**config.mk**
```make
export PLATFORM = sky130hd
export DESIGN_NAME = multiset_intersection_counter_flat
export DESIGN_NICKNAME = d
export VERILOG_FILES = /design/src/rtl/core/mic_pkg.sv /design/src/rtl/core/mic_ifs.sv /design/src/rtl/core/mic_ram.sv /design/src/rtl/core/mic_seq.sv /design/src/rtl/core/multiset_intersection_counter.sv /design/src/flat_wrapper.sv
export SDC_FILE = /design/constraint.sdc
export NUM_CORES = 2
export LEC_CHECK = 0
export BUFFER_PORTS_ARGS = -buffer_cell sky130_fd_sc_hd__buf_4
export CAP_MARGIN = 20
export CORE_MARGIN = 2
export CORE_UTILIZATION = 57
export DETAILED_ROUTE_END_ITERATION = 7
export PLACE_DENSITY = 0.76
export SETUP_SLACK_MARGIN = 0.15
export SLEW_MARGIN = 30
export SYNTH_ARGS = -nofsm -noshare
export SYNTH_HDL_FRONTEND = slang
export SYNTH_SLANG_ARGS = --single-unit
```
**constraint.sdc**
```tcl
create_clock -name clk -period 6.3 [get_ports clk]
set_clock_uncertainty 0.2 [all_clocks]
set_input_delay 1.26 -clock clk [delete_from_list [all_inputs] [get_ports clk]]
set_output_delay 1.26 -clock clk [all_outputs]
set_load 0.01 [all_outputs]
```
**src/rtl/core/mic_pkg.sv**
```systemverilog
// ============================================================================
// mic_pkg
// Shared types and constants for the multiset intersection counter.
// ============================================================================
`default_nettype none

package mic_pkg;

    // Table geometry
    localparam int TABLE_ENTRIES = 64;
    localparam int COUNT_BITS    = 16;
    localparam int KEY_BITS      = 32;
    localparam int OP_BITS       = 2;

    // Entry index and fill count (fill count must reach TABLE_ENTRIES)
    localparam int IDX_W  = $clog2(TABLE_ENTRIES);
    localparam int FILL_W = $clog2(TABLE_ENTRIES + 1);

    localparam logic [COUNT_BITS-1:0] COUNT_MAX = {COUNT_BITS{1'b1}};

    // Operation codes carried by an input transaction
    typedef enum logic [OP_BITS-1:0] {
        OP_LOAD  = 2'd0,
        OP_PROBE = 2'd1,
        OP_CLEAR = 2'd2
    } op_t;

    // Sequencer states
    typedef enum logic [1:0] {
        ST_IDLE,
        ST_SCAN,
        ST_UPDATE,
        ST_RESP
    } state_t;

    // One table entry as stored in the RAM
    typedef struct packed {
        logic signed [KEY_BITS-1:0]   key;
        logic        [COUNT_BITS-1:0] count;
    } entry_t;

    // One result transaction
    typedef struct packed {
        logic                       hit;
        logic signed [KEY_BITS-1:0] matched_key;
        logic                       table_full;
    } result_t;

    // RAM access request from the sequencer
    typedef struct packed {
        logic             wr_en;
        logic [IDX_W-1:0] wr_addr;
        entry_t           wr_data;
        logic             rd_en;
        logic [IDX_W-1:0] rd_addr;
    } ram_req_t;

endpackage

`default_nettype wire

```
**src/rtl/core/mic_ifs.sv**
```systemverilog
// ============================================================================
// mic_ifs
// Valid/ready channel interfaces for input items and results.
// ============================================================================
`default_nettype none

interface mic_item_if;
    logic                                 valid;
    logic                                 ready;
    logic [mic_pkg::OP_BITS-1:0]          operation;
    logic signed [mic_pkg::KEY_BITS-1:0]  key;

    modport source (output valid, output operation, output key, input ready);
    modport sink   (input valid, input operation, input key, output ready);
endinterface

interface mic_result_if;
    logic                                 valid;
    logic                                 ready;
    logic                                 hit;
    logic signed [mic_pkg::KEY_BITS-1:0]  matched_key;
    logic                                 table_full;

    modport source (output valid, output hit, output matched_key, output table_full,
                    input ready);
    modport sink   (input valid, input hit, input matched_key, input table_full,
                    output ready);
endinterface

`default_nettype wire

```
**src/rtl/core/mic_ram.sv**
```systemverilog
// ============================================================================
// mic_ram
// Generic single-write, single-read RAM with registered read data.
// ============================================================================
`default_nettype none

module mic_ram #(
    parameter int WIDTH = 8,
    parameter int DEPTH = 16
) (
    input  wire logic                     clk,
    input  wire logic                     wr_en,
    input  wire logic [$clog2(DEPTH)-1:0] wr_addr,
    input  wire logic [WIDTH-1:0]         wr_data,
    input  wire logic                     rd_en,
    input  wire logic [$clog2(DEPTH)-1:0] rd_addr,
    output logic      [WIDTH-1:0]         rd_data
);

    logic [WIDTH-1:0] mem [DEPTH];

    // Write port and registered read port
    always_ff @(posedge clk)
    begin
        if (wr_en)
        begin
            mem[wr_addr] <= wr_data;
        end
        if (rd_en)
        begin
            rd_data <= mem[rd_addr];
        end
    end

endmodule

`default_nettype wire

```
**src/rtl/core/mic_seq.sv**
```systemverilog
// ============================================================================
// mic_seq
// Sequencer: scans the filled part of the table one entry per cycle through
// a single key comparator, then on a match does one read-modify-write of the count.
// ============================================================================
`default_nettype none

module mic_seq (
    input  wire logic                                clk,
    input  wire logic                                rst_n,
    input  wire logic                                start,
    input  wire logic [mic_pkg::OP_BITS-1:0]         operation,
    input  wire logic signed [mic_pkg::KEY_BITS-1:0] key,
    output logic                                     ready,
    output logic                                     res_valid,
    output mic_pkg::result_t                         res,
    input  wire logic                                res_take,
    output mic_pkg::ram_req_t                        ram_req,
    input  wire mic_pkg::entry_t                     ram_rd
);

    localparam int IDX_W  = mic_pkg::IDX_W;
    localparam int FILL_W = mic_pkg::FILL_W;
    localparam int CNT_W  = mic_pkg::COUNT_BITS;

    mic_pkg::state_t                      state_reg, state_next;
    logic [mic_pkg::OP_BITS-1:0]          op_reg, op_next;
    logic signed [mic_pkg::KEY_BITS-1:0]  key_reg, key_next;
    logic [FILL_W-1:0]                    fill_reg, fill_next;
    logic [FILL_W-1:0]                    addr_reg, addr_next;
    logic                                 pend_reg, pend_next;
    logic [IDX_W-1:0]                     pend_idx_reg, pend_idx_next;
    logic [IDX_W-1:0]                     hit_idx_reg, hit_idx_next;
    logic [CNT_W-1:0]                     cnt_reg, cnt_next;
    mic_pkg::result_t                     res_reg, res_next;

    logic issue;
    logic key_match;
    logic has_room;

    // Filled entries always form a prefix, so the fill count bounds the scan
    assign issue     = (addr_reg != fill_reg);
    assign key_match = pend_reg && (ram_rd.key == key_reg);
    assign has_room  = (fill_reg != FILL_W'(mic_pkg::TABLE_ENTRIES));

    // Next state
    always_comb
    begin
        state_next = state_reg;
        unique case (state_reg)
            mic_pkg::ST_IDLE:
            begin
                if (start)
                begin
                    if ((operation == mic_pkg::OP_LOAD) || (operation == mic_pkg::OP_PROBE))
                    begin
                        state_next = mic_pkg::ST_SCAN;
                    end
                    else
                    begin
                        state_next = mic_pkg::ST_RESP;
                    end
                end
            end
            mic_pkg::ST_SCAN:
            begin
                if (key_match)
                begin
                    state_next = mic_pkg::ST_UPDATE;
                end
                else if (!issue)
                begin
                    state_next = mic_pkg::ST_RESP;
                end
            end
            mic_pkg::ST_UPDATE:
            begin
                state_next = mic_pkg::ST_RESP;
            end
            mic_pkg::ST_RESP:
            begin
                if (res_take)
                begin
                    state_next = mic_pkg::ST_IDLE;
                end
            end
            default:
            begin
                state_next = mic_pkg::ST_IDLE;
            end
        endcase
    end

    // Datapath and RAM requests
    always_comb
    begin
        op_next       = op_reg;
        key_next      = key_reg;
        fill_next     = fill_reg;
        addr_next     = addr_reg;
        pend_next     = 1'b0;
        pend_idx_next = pend_idx_reg;
        hit_idx_next  = hit_idx_reg;
        cnt_next      = cnt_reg;
        res_next      = res_reg;
        ram_req       = '0;

        unique case (state_reg)
            mic_pkg::ST_IDLE:
            begin
                if (start)
                begin
                    op_next   = operation;
                    key_next  = key;
                    addr_next = '0;
                    res_next  = '0;
                    if (operation == mic_pkg::OP_CLEAR)
                    begin
                        fill_next = '0;
                    end
                end
            end
            mic_pkg::ST_SCAN:
            begin
                // one read issued, previous read compared
                ram_req.rd_en   = issue;
                ram_req.rd_addr = addr_reg[IDX_W-1:0];
                pend_next       = issue;
                pend_idx_next   = addr_reg[IDX_W-1:0];
                if (issue)
                begin
                    addr_next = FILL_W'(addr_reg + 1'b1);
                end
                if (key_match)
                begin
                    hit_idx_next = pend_idx_reg;
                    cnt_next     = ram_rd.count;
                end
                else if (!issue)
                begin
                    // key absent: a load takes the next free entry
                    if (op_reg == mic_pkg::OP_LOAD)
                    begin
                        if (has_room)
                        begin
                            ram_req.wr_en         = 1'b1;
                            ram_req.wr_addr       = fill_reg[IDX_W-1:0];
                            ram_req.wr_data.key   = key_reg;
                            ram_req.wr_data.count = CNT_W'(1);
                            fill_next             = FILL_W'(fill_reg + 1'b1);
                        end
                        else
                        begin
                            res_next.table_full = 1'b1;
                        end
                    end
                end
            end
            mic_pkg::ST_UPDATE:
            begin
                ram_req.wr_addr     = hit_idx_reg;
                ram_req.wr_data.key = key_reg;
                if (op_reg == mic_pkg::OP_LOAD)
                begin
                    // saturating increment
                    ram_req.wr_en = 1'b1;
                    if (cnt_reg == mic_pkg::COUNT_MAX)
                    begin
                        ram_req.wr_data.count = cnt_reg;
                    end
                    else
                    begin
                        ram_req.wr_data.count = CNT_W'(cnt_reg + 1'b1);
                    end
                end
                else if (cnt_reg != '0)
                begin
                    ram_req.wr_en         = 1'b1;
                    ram_req.wr_data.count = CNT_W'(cnt_reg - 1'b1);
                    res_next.hit          = 1'b1;
                    res_next.matched_key  = key_reg;
                end
            end
            mic_pkg::ST_RESP:
            begin
            end
            default:
            begin
            end
        endcase
    end

    assign ready     = (state_reg == mic_pkg::ST_IDLE);
    assign res_valid = (state_reg == mic_pkg::ST_RESP);
    assign res       = res_reg;

    // Control state
    always_ff @(posedge clk or negedge rst_n)
    begin
        if (!rst_n)
        begin
            state_reg <= mic_pkg::ST_IDLE;
            fill_reg  <= '0;
            pend_reg  <= 1'b0;
        end
        else
        begin
            state_reg <= state_next;
            fill_reg  <= fill_next;
            pend_reg  <= pend_next;
        end
    end

    // Payload registers
    always_ff @(posedge clk)
    begin
        op_reg       <= op_next;
        key_reg      <= key_next;
        addr_reg     <= addr_next;
        pend_idx_reg <= pend_idx_next;
        hit_idx_reg  <= hit_idx_next;
        cnt_reg      <= cnt_next;
        res_reg      <= res_next;
    end

endmodule

`default_nettype wire

```
**src/rtl/core/multiset_intersection_counter.sv**
```systemverilog
// ============================================================================
// multiset_intersection_counter
// Key table with occurrence counts for streaming multiset intersection.
// ============================================================================
//
//  Channel  Role    Payload                           Transaction
//  -------  ------  --------------------------------  ---------------------
//  item     sink    operation[1:0], key[31:0] signed  valid & ready high
//  result   source  hit, matched_key[31:0], full      valid & ready high
//
//  Load and probe scan the table RAM one filled entry per cycle through one
//  key comparator, followed on a match by one count read-modify-write; a
//  load of an absent key writes it to the next free entry if there is room.
//  Clear and unused codes go straight to the result without a scan.
//  item.ready is high only while the sequencer is idle; one result is held
//  in an output register, so a stalled result delays only the next item.
//  Reset clears the fill count; no clearing pass is needed.
//
`default_nettype none

module multiset_intersection_counter (
    input wire logic     clk,
    input wire logic     rst_n,
    mic_item_if.sink     item,
    mic_result_if.source result
);

    mic_pkg::ram_req_t ram_req;
    mic_pkg::entry_t   ram_rd;
    mic_pkg::result_t  seq_res;
    logic              seq_ready;
    logic              seq_res_valid;
    logic              res_take;
    logic              start;

    logic              out_valid_reg;
    mic_pkg::result_t  out_res_reg;

    assign start      = item.valid && seq_ready;
    assign item.ready = seq_ready;

    // Sequencer and compare unit
    mic_seq u_seq (
        .clk       (clk),
        .rst_n     (rst_n),
        .start     (start),
        .operation (item.operation),
        .key       (item.key),
        .ready     (seq_ready),
        .res_valid (seq_res_valid),
        .res       (seq_res),
        .res_take  (res_take),
        .ram_req   (ram_req),
        .ram_rd    (ram_rd)
    );

    // Table storage: key and count per entry
    mic_ram #(
        .WIDTH ($bits(mic_pkg::entry_t)),
        .DEPTH (mic_pkg::TABLE_ENTRIES)
    ) u_table (
        .clk     (clk),
        .wr_en   (ram_req.wr_en),
        .wr_addr (ram_req.wr_addr),
        .wr_data (ram_req.wr_data),
        .rd_en   (ram_req.rd_en),
        .rd_addr (ram_req.rd_addr),
        .rd_data (ram_rd)
    );

    // Output register: loads when empty or being drained
    assign res_take = seq_res_valid && (!out_valid_reg || result.ready);

    always_ff @(posedge clk or negedge rst_n)
    begin
        if (!rst_n)
        begin
            out_valid_reg <= 1'b0;
        end
        else if (res_take)
        begin
            out_valid_reg <= 1'b1;
        end
        else if (result.ready)
        begin
            out_valid_reg <= 1'b0;
        end
    end

    always_ff @(posedge clk)
    begin
        if (res_take)
        begin
            out_res_reg <= seq_res;
        end
    end

    assign result.valid       = out_valid_reg;
    assign result.hit         = out_res_reg.hit;
    assign result.matched_key = out_res_reg.matched_key;
    assign result.table_full  = out_res_reg.table_full;

endmodule

`default_nettype wire

```
**src/flat_wrapper.sv**
```systemverilog
// flat-port wrapper written by rule: the top's interface ports become plain ports
module multiset_intersection_counter_flat 
  (clk, rst_n, item_valid, item_operation, item_key, item_ready, result_valid, result_hit, result_matched_key, result_table_full, result_ready);
  mic_item_if item_i ();
  mic_result_if result_i ();
  input wire logic clk;
  input wire logic rst_n;
  input wire logic [$bits(item_i.valid)-1:0] item_valid;
  input wire logic [$bits(item_i.operation)-1:0] item_operation;
  input wire logic [$bits(item_i.key)-1:0] item_key;
  output wire logic [$bits(item_i.ready)-1:0] item_ready;
  output wire logic [$bits(result_i.valid)-1:0] result_valid;
  output wire logic [$bits(result_i.hit)-1:0] result_hit;
  output wire logic [$bits(result_i.matched_key)-1:0] result_matched_key;
  output wire logic [$bits(result_i.table_full)-1:0] result_table_full;
  input wire logic [$bits(result_i.ready)-1:0] result_ready;
  assign item_i.valid = item_valid;
  assign item_i.operation = item_operation;
  assign item_i.key = item_key;
  assign item_ready = item_i.ready;
  assign result_valid = result_i.valid;
  assign result_hit = result_i.hit;
  assign result_matched_key = result_i.matched_key;
  assign result_table_full = result_i.table_full;
  assign result_i.ready = result_ready;
  multiset_intersection_counter u_core (.clk(clk), .rst_n(rst_n), .item(item_i), .result(result_i));
endmodule
```
Yosys cells after proc, flatten, opt, wreduce, memory -nomap -nowiden. Memories as Yosys holds them, arrays and structs flattened. A register that Yosys moved wholly into a read port is not among the register bits. Index checks and enable logic that the tools add are counted.

Bits in registers: 148. Latch bits: 0. ROM bits: 0. Memory bits (writable): 3072. Output and inout port bits: 36. Word-level logic and storage cells: 103. Memories: 1.

Mux-type cells: 41. Add/subtract/negate cells: 4. Divide/modulo/power cells: 0. $mul: 0. $lt $le $gt $ge: 0. Shifts and indexed selects: 0. Equal/unequal tests: 21. Bitwise logic cells: 0. Reduce and logical (&&, ||, !) cells: 20.

Memory list: u_core.u_table.mem (depth 64, bits a word 48, rd ports 1, clocked after memory_dff 1, write ports 1, RTL line mic_ram.sv:20) `logic [WIDTH-1:0] mem [DEPTH];`.

Operator list (number): $mux W55 (4); $pmux W55 S2 (1); $mux W33 (2); $pmux W33 S2 (1); $mux W7 (9); $mux W16 (3); $mux W34 (1); $eq A32 B32 Y1 (1); $pmux W7 S2 (2); $ne A2 B2 Y1 const B (11); $add A16 B1 Y16 const B (1); $eq A16 B16 Y1 const B (1); $reduce_bool A16 Y1 (1); $sub A16 B1 Y16 const B (1); $add A7 B1 Y7 const B (2); $mux W1 (11); $mux W2 (5); $pmux W2 S4 (1); $ne A7 B7 Y1 (1); $ne A7 B7 Y1 const B (1); $reduce_and A7 Y1 (1); $eq A2 B2 Y1 const B (3); $logic_not A2 Y1 (3); $reduce_and A3 Y1 (2); 10 further kinds (17).

Longest topological paths before layout.
Depth in word-level cells: 8. Gate-level depth with buffers: 12. Mapped depth without buffers: 9.

Cells and area by module. A second synthesis with hierarchy kept.

Cells, all modules: 5521. Area, all modules: 124560.7 µm².

By module, submodules not included: mic_ram (area each 117597.8 µm², cells an instance 4970, seq. area each 93689.9 µm², instances 1); mic_seq (area each 5891.9 µm², cells an instance 512, seq. area each 3343.2 µm², instances 1); multiset_intersection_counter (area each 1071.0 µm², cells an instance 39, seq. area each 1046.0 µm², instances 1).

Worst setup path before layout. Ideal clock, no wire load.

Path type: register to register. From: reg u_core.u_seq.state_reg[1]. To: mem u_core.u_table.mem[8][0] (netlist bit) (enable). Data arrival time: 5.465 ns. Setup time: 0.513 ns. Clock period less this slack: 6.178 ns. Data required time: 5.587 ns. Cell stages (with the launch flop): 10. Setup slack: 0.122 ns. Path buffers: 1. Cell sequence: dfrtp_1 inv_1 ha_1 inv_1 nor4b_4 and2_1 buf_4 a31oi_4 a2111o_1 nor3_1.

Cells in the longest elaborated chain, start to end: 4.

RTL lines: from (decl) (RTL line mic_seq.sv:26) `mic_pkg::state_t state_reg, state_next;`; from (signal assigned) (RTL line mic_seq.sv:202) `state_reg <= mic_pkg::ST_IDLE;`; from (signal assigned) (RTL line mic_seq.sv:208) `state_reg <= state_next;`; $eq A2 B2 Y1 or $eq A2 B1 Y1 (tied branches) (RTL line mic_seq.sv:108) `unique case (state_reg)`; $pmux W55 S2 * (RTL line mic_seq.sv:108); $mux W1 (RTL line mic_ram.sv:25) `if (wr_en)`; $mux W1 (implied by the code) (RTL line mic_ram.sv:27) `mem[wr_addr] <= wr_data;`; to (decl) (RTL line mic_ram.sv:20).

Mark *: on every way between the ends. The rest lies on a longest branch, timed or not.

Worst setup path in the final report.
From: reg u_core.u_seq.state_reg[1]. To: mem u_core.u_table.mem[5][1] (netlist bit) (enable).

Same word-level chain as after synthesis.

==> reports/results.ini <==
[floorplan]
ios=74
num_rows=171
die_area_sq_um=223000
die_w_um=472
core-area_sq_um=218000
initial_core_util_pct=57.5
die_h_um=472

[logic_synthesis]
synth_area_sq_um=125000
ys_async_sr_fraction_pct=0.337
synth_top_area_cell=edfxtp_1
synth_edf_count=3257
synth.top_cell.area_share_pct=78.2
synth.distinct_cells=63
synthTopCellsByArea=edfxtp_1 78%, mux4_2 6.9%, mux2i_1 3.1%
synth_warnings=0
syn_area_per_cell_sq_um=18.9
synthCells=6616
synth_ff_type=edfxtp_1
yosys_register_bits=3268
synth.yosys.seq_area_share_pct=78.4
synthesis.nets=6663

[power_and_ir_drop]
intPower_mw=34.3
seqPwrFrac_pct=55.8
p_clk_share_pct=44.1
power.total_mw=42.2
swShare_pct=18.8
switching_power_mw=7.93
p_leak_nw=37.2
power_density_nw_per_um2=300
p_comb_share_pct=0.1
ir_drop_mv=0.301

[global_routing]
grt_pass1_vias=67600
grt_overflow=0
antenna_found_initial=6
grt.total_usage_pct=29.4
grt_pass1_wl_um=474000
grt_max_degree=167

[critical_path]
crit_path_end_kind=flip-flop
cp_num_buf_inv=4
critPathRequiredTime_ns=6.65
cp_common_cell=inv_1
cp.arrival_ns=5.29
crit_fanout=37
slowest_stage=a22o_1
crit_chain=inv_1, ha_1, inv_1, nor4b_4, and3_1, a22o_1, o211ai_1, buf_4, nor2_4, buf_12
path_delay_family=compound AO/OA/AOI/OAI gates
critical_path.max_stage_delay_ns=0.76
path_class=reg -> reg
crit_path_start_kind=flip-flop

[sta]
rsz0062_at_grt=no
fin_crit_sh_pct=78.4
slew_violations=0
slew_headroom_pct=27.9
setup-tns-final_ns=0
hold_violations=0
worst_pin_slew_ns=1.07
setup_viol=0
period_minus_slack_ns=4.94
max_freq_mhz=203

[clock_tree]
clk_pin_slew_ns=0.07
cts_tree=yes
cts_sinks=3268
post_cts_resized=0
cts_max_path_buffers=4
clock_latency_ns=0.96
cts_made_buffers=327
cts_root_buf=clkbuf_16
htreeDepth=5

[run]
maxCapViolCount=0

[placement]
dpl.hpwl_um=184000
io_buffer_count=73
gp_congestion=0.902

[drt]
vias=69100
drc=0
dr.first_iter.drc_count=11100
wirelength_um=332000
post_drt_wl_per_cell_um=33.4
drtPass1Iterations=8
ant_nets=0
viasPerCell=6.96

[layout]
seq_area_sq_um=98100
layout-drive-gt1-share_pct=18.2
fill_cells=13700
fin_nets=6879
largest_reg_flops=3072
multiInputGateArea_sq_um=25900
syn_to_final_growth_pct=12.6

[status]
status=finished clean

[min_path]
hold_path_class=reg -> reg

==> logic make-up after synthesis <==
| kind of cell | Yosys count | share of synthesized area [%] |
|---|---|---|
| multiplexers | 772 | 10.0 |
| flip-flops | 3268 | 78.4 |
| AO/OA/AOI/OAI | 1127 | 6.17 |
| XOR/XNOR | 57 | 0.399 |
| buffers and inverters | 450 | 1.48 |
| adder cells (fa/ha/maj) | 9 | 0.0901 |
| AND/OR/NAND/NOR | 933 | 3.39 |
==> stage by stage <==
stage          hold WS [ns]  std cells  cell area (sq um)  util, %  worst slack, ns
6_report              0.211       9927             141000     64.7             1.36
5_1_grt               0.222       9924             141000     64.7             1.21
4_1_cts               0.213       9918             141000     64.6             1.53
3_5_place_dp          0.205       9351             131000     60.0             1.56
3_3_place_gp          0.202       9348             130000     60.0             1.43
2_1_floorplan         0.200       6616             125000        -            0.212
==> layer usage <==
metal  routed length (um)  up-vias  track usage, %
met4                17700        8            14.1
met3                39100      825            5.82
li1                     -    27700               -
met1               119000    35400            40.6
met2               155000     5224            45.4
met5                   49        -               0
==> path summary, 6_finish.rpt <==
| path | from | endpoint | slack [ns] | cells past startpoint |
|---|---|---|---|---|
| worst max-delay path | u_core.u_seq.state_reg[1]$_DFFE_PN0P_ | u_core.u_table.mem[5][1]$_DFFE_PP_ | 1.36 | 10 |
| worst min-delay path | u_core.u_table.rd_data[3]$_DFFE_PP_ | u_core.u_seq.cnt_reg[3]$_DFFE_PP_ | 0.21 | 0 |
| worst min register to register | u_core.u_table.rd_data[3]$_DFFE_PP_ | u_core.u_seq.cnt_reg[3]$_DFFE_PP_ | 0.21 | 0 |
| min in group asynchronous | rst_n | u_core.result.valid$_DFFE_PN0P_ | 0.52 | 2 |
| max in group asynchronous | rst_n | u_core.u_seq.fill_reg[0]$_DFFE_PN0P_ | 5.12 | 2 |
| worst max register to register | u_core.u_seq.state_reg[1]$_DFFE_PN0P_ | u_core.u_table.mem[5][1]$_DFFE_PP_ | 1.36 | 10 |
==> what timing repair did <==
action                                 CTS  global route
hold buffers                             1             0
endpoints found under the hold margin   11             0
buffers inserted                         0             0
==> cell usage in the layout (no fill, tap or decap), types with 6 or more instances in the layout <==
cell type      n
edfxtp_1    3257
nand2_1      465
mux2i_1      385
mux4_2       385
o22ai_1      385
a211oi_1     384
clkbuf_16    334
buf_4        267
nor3_1       201
a31oi_1      192
a22oi_1       97
nor2_4        72
clkinv_1      68
clkbuf_1      63
clkinv_2      54
buf_12        48
and2_1        42
xnor2_1       41
bufinv_16     25
and2_2        21
nor2_1        20
nand3_1       18
o21ai_0       18
nand4_1       17
xor2_1        16
and3_1        14
inv_1         13
and2_4        11
a21oi_1       11
clkinvlp_4    11
dfrtp_1       11
o211ai_1      10
ha_1           9
nor3_2         8
nand2b_1       6
buf_16         6
==> synthesized netlist by cell type, types with 74 or more instances <==
| cell type | instances |
|---|---|
| nor3_1 | 209 |
| nor2_1 | 91 |
| mux2i_1 | 385 |
| a31oi_1 | 193 |
| and2_1 | 74 |
| mux4_2 | 385 |
| clkbuf_1 | 287 |
| a211oi_1 | 386 |
| nand2_1 | 468 |
| buf_2 | 119 |
| o22ai_1 | 385 |
| a22oi_1 | 97 |
| edfxtp_1 | 3257 |
==> power by group through the flow <==
| stage | Clock (mW) | Sequential (mW) | Combinational, mW |
|---|---|---|---|
| 2_1_floorplan | 0 | 24.0 | 0.000429 |
| 3_3_place_gp | 0 | 24.0 | 0.0353 |
| 3_5_place_dp | 0 | 24.0 | 0.0346 |
| 4_1_cts | 18.7 | 23.5 | 0.0358 |
| 5_1_grt | 19.5 | 23.5 | 0.0362 |
| 6_report | 18.6 | 23.5 | 0.0365 |
==> cell type report <==
class                   instances  share of cell area [%]
flip-flops and latches       3268                    69.6
multi-input cells            2898                    18.4
clock buffers                 397                    6.10
well taps                    2854                    2.54
repair buffers                324                    2.25
clock inverters               169                    1.05
inverters                      13                  0.0347
diodes                          4                 0.00711
Note: power is estimated with default switching activity, not from simulation.
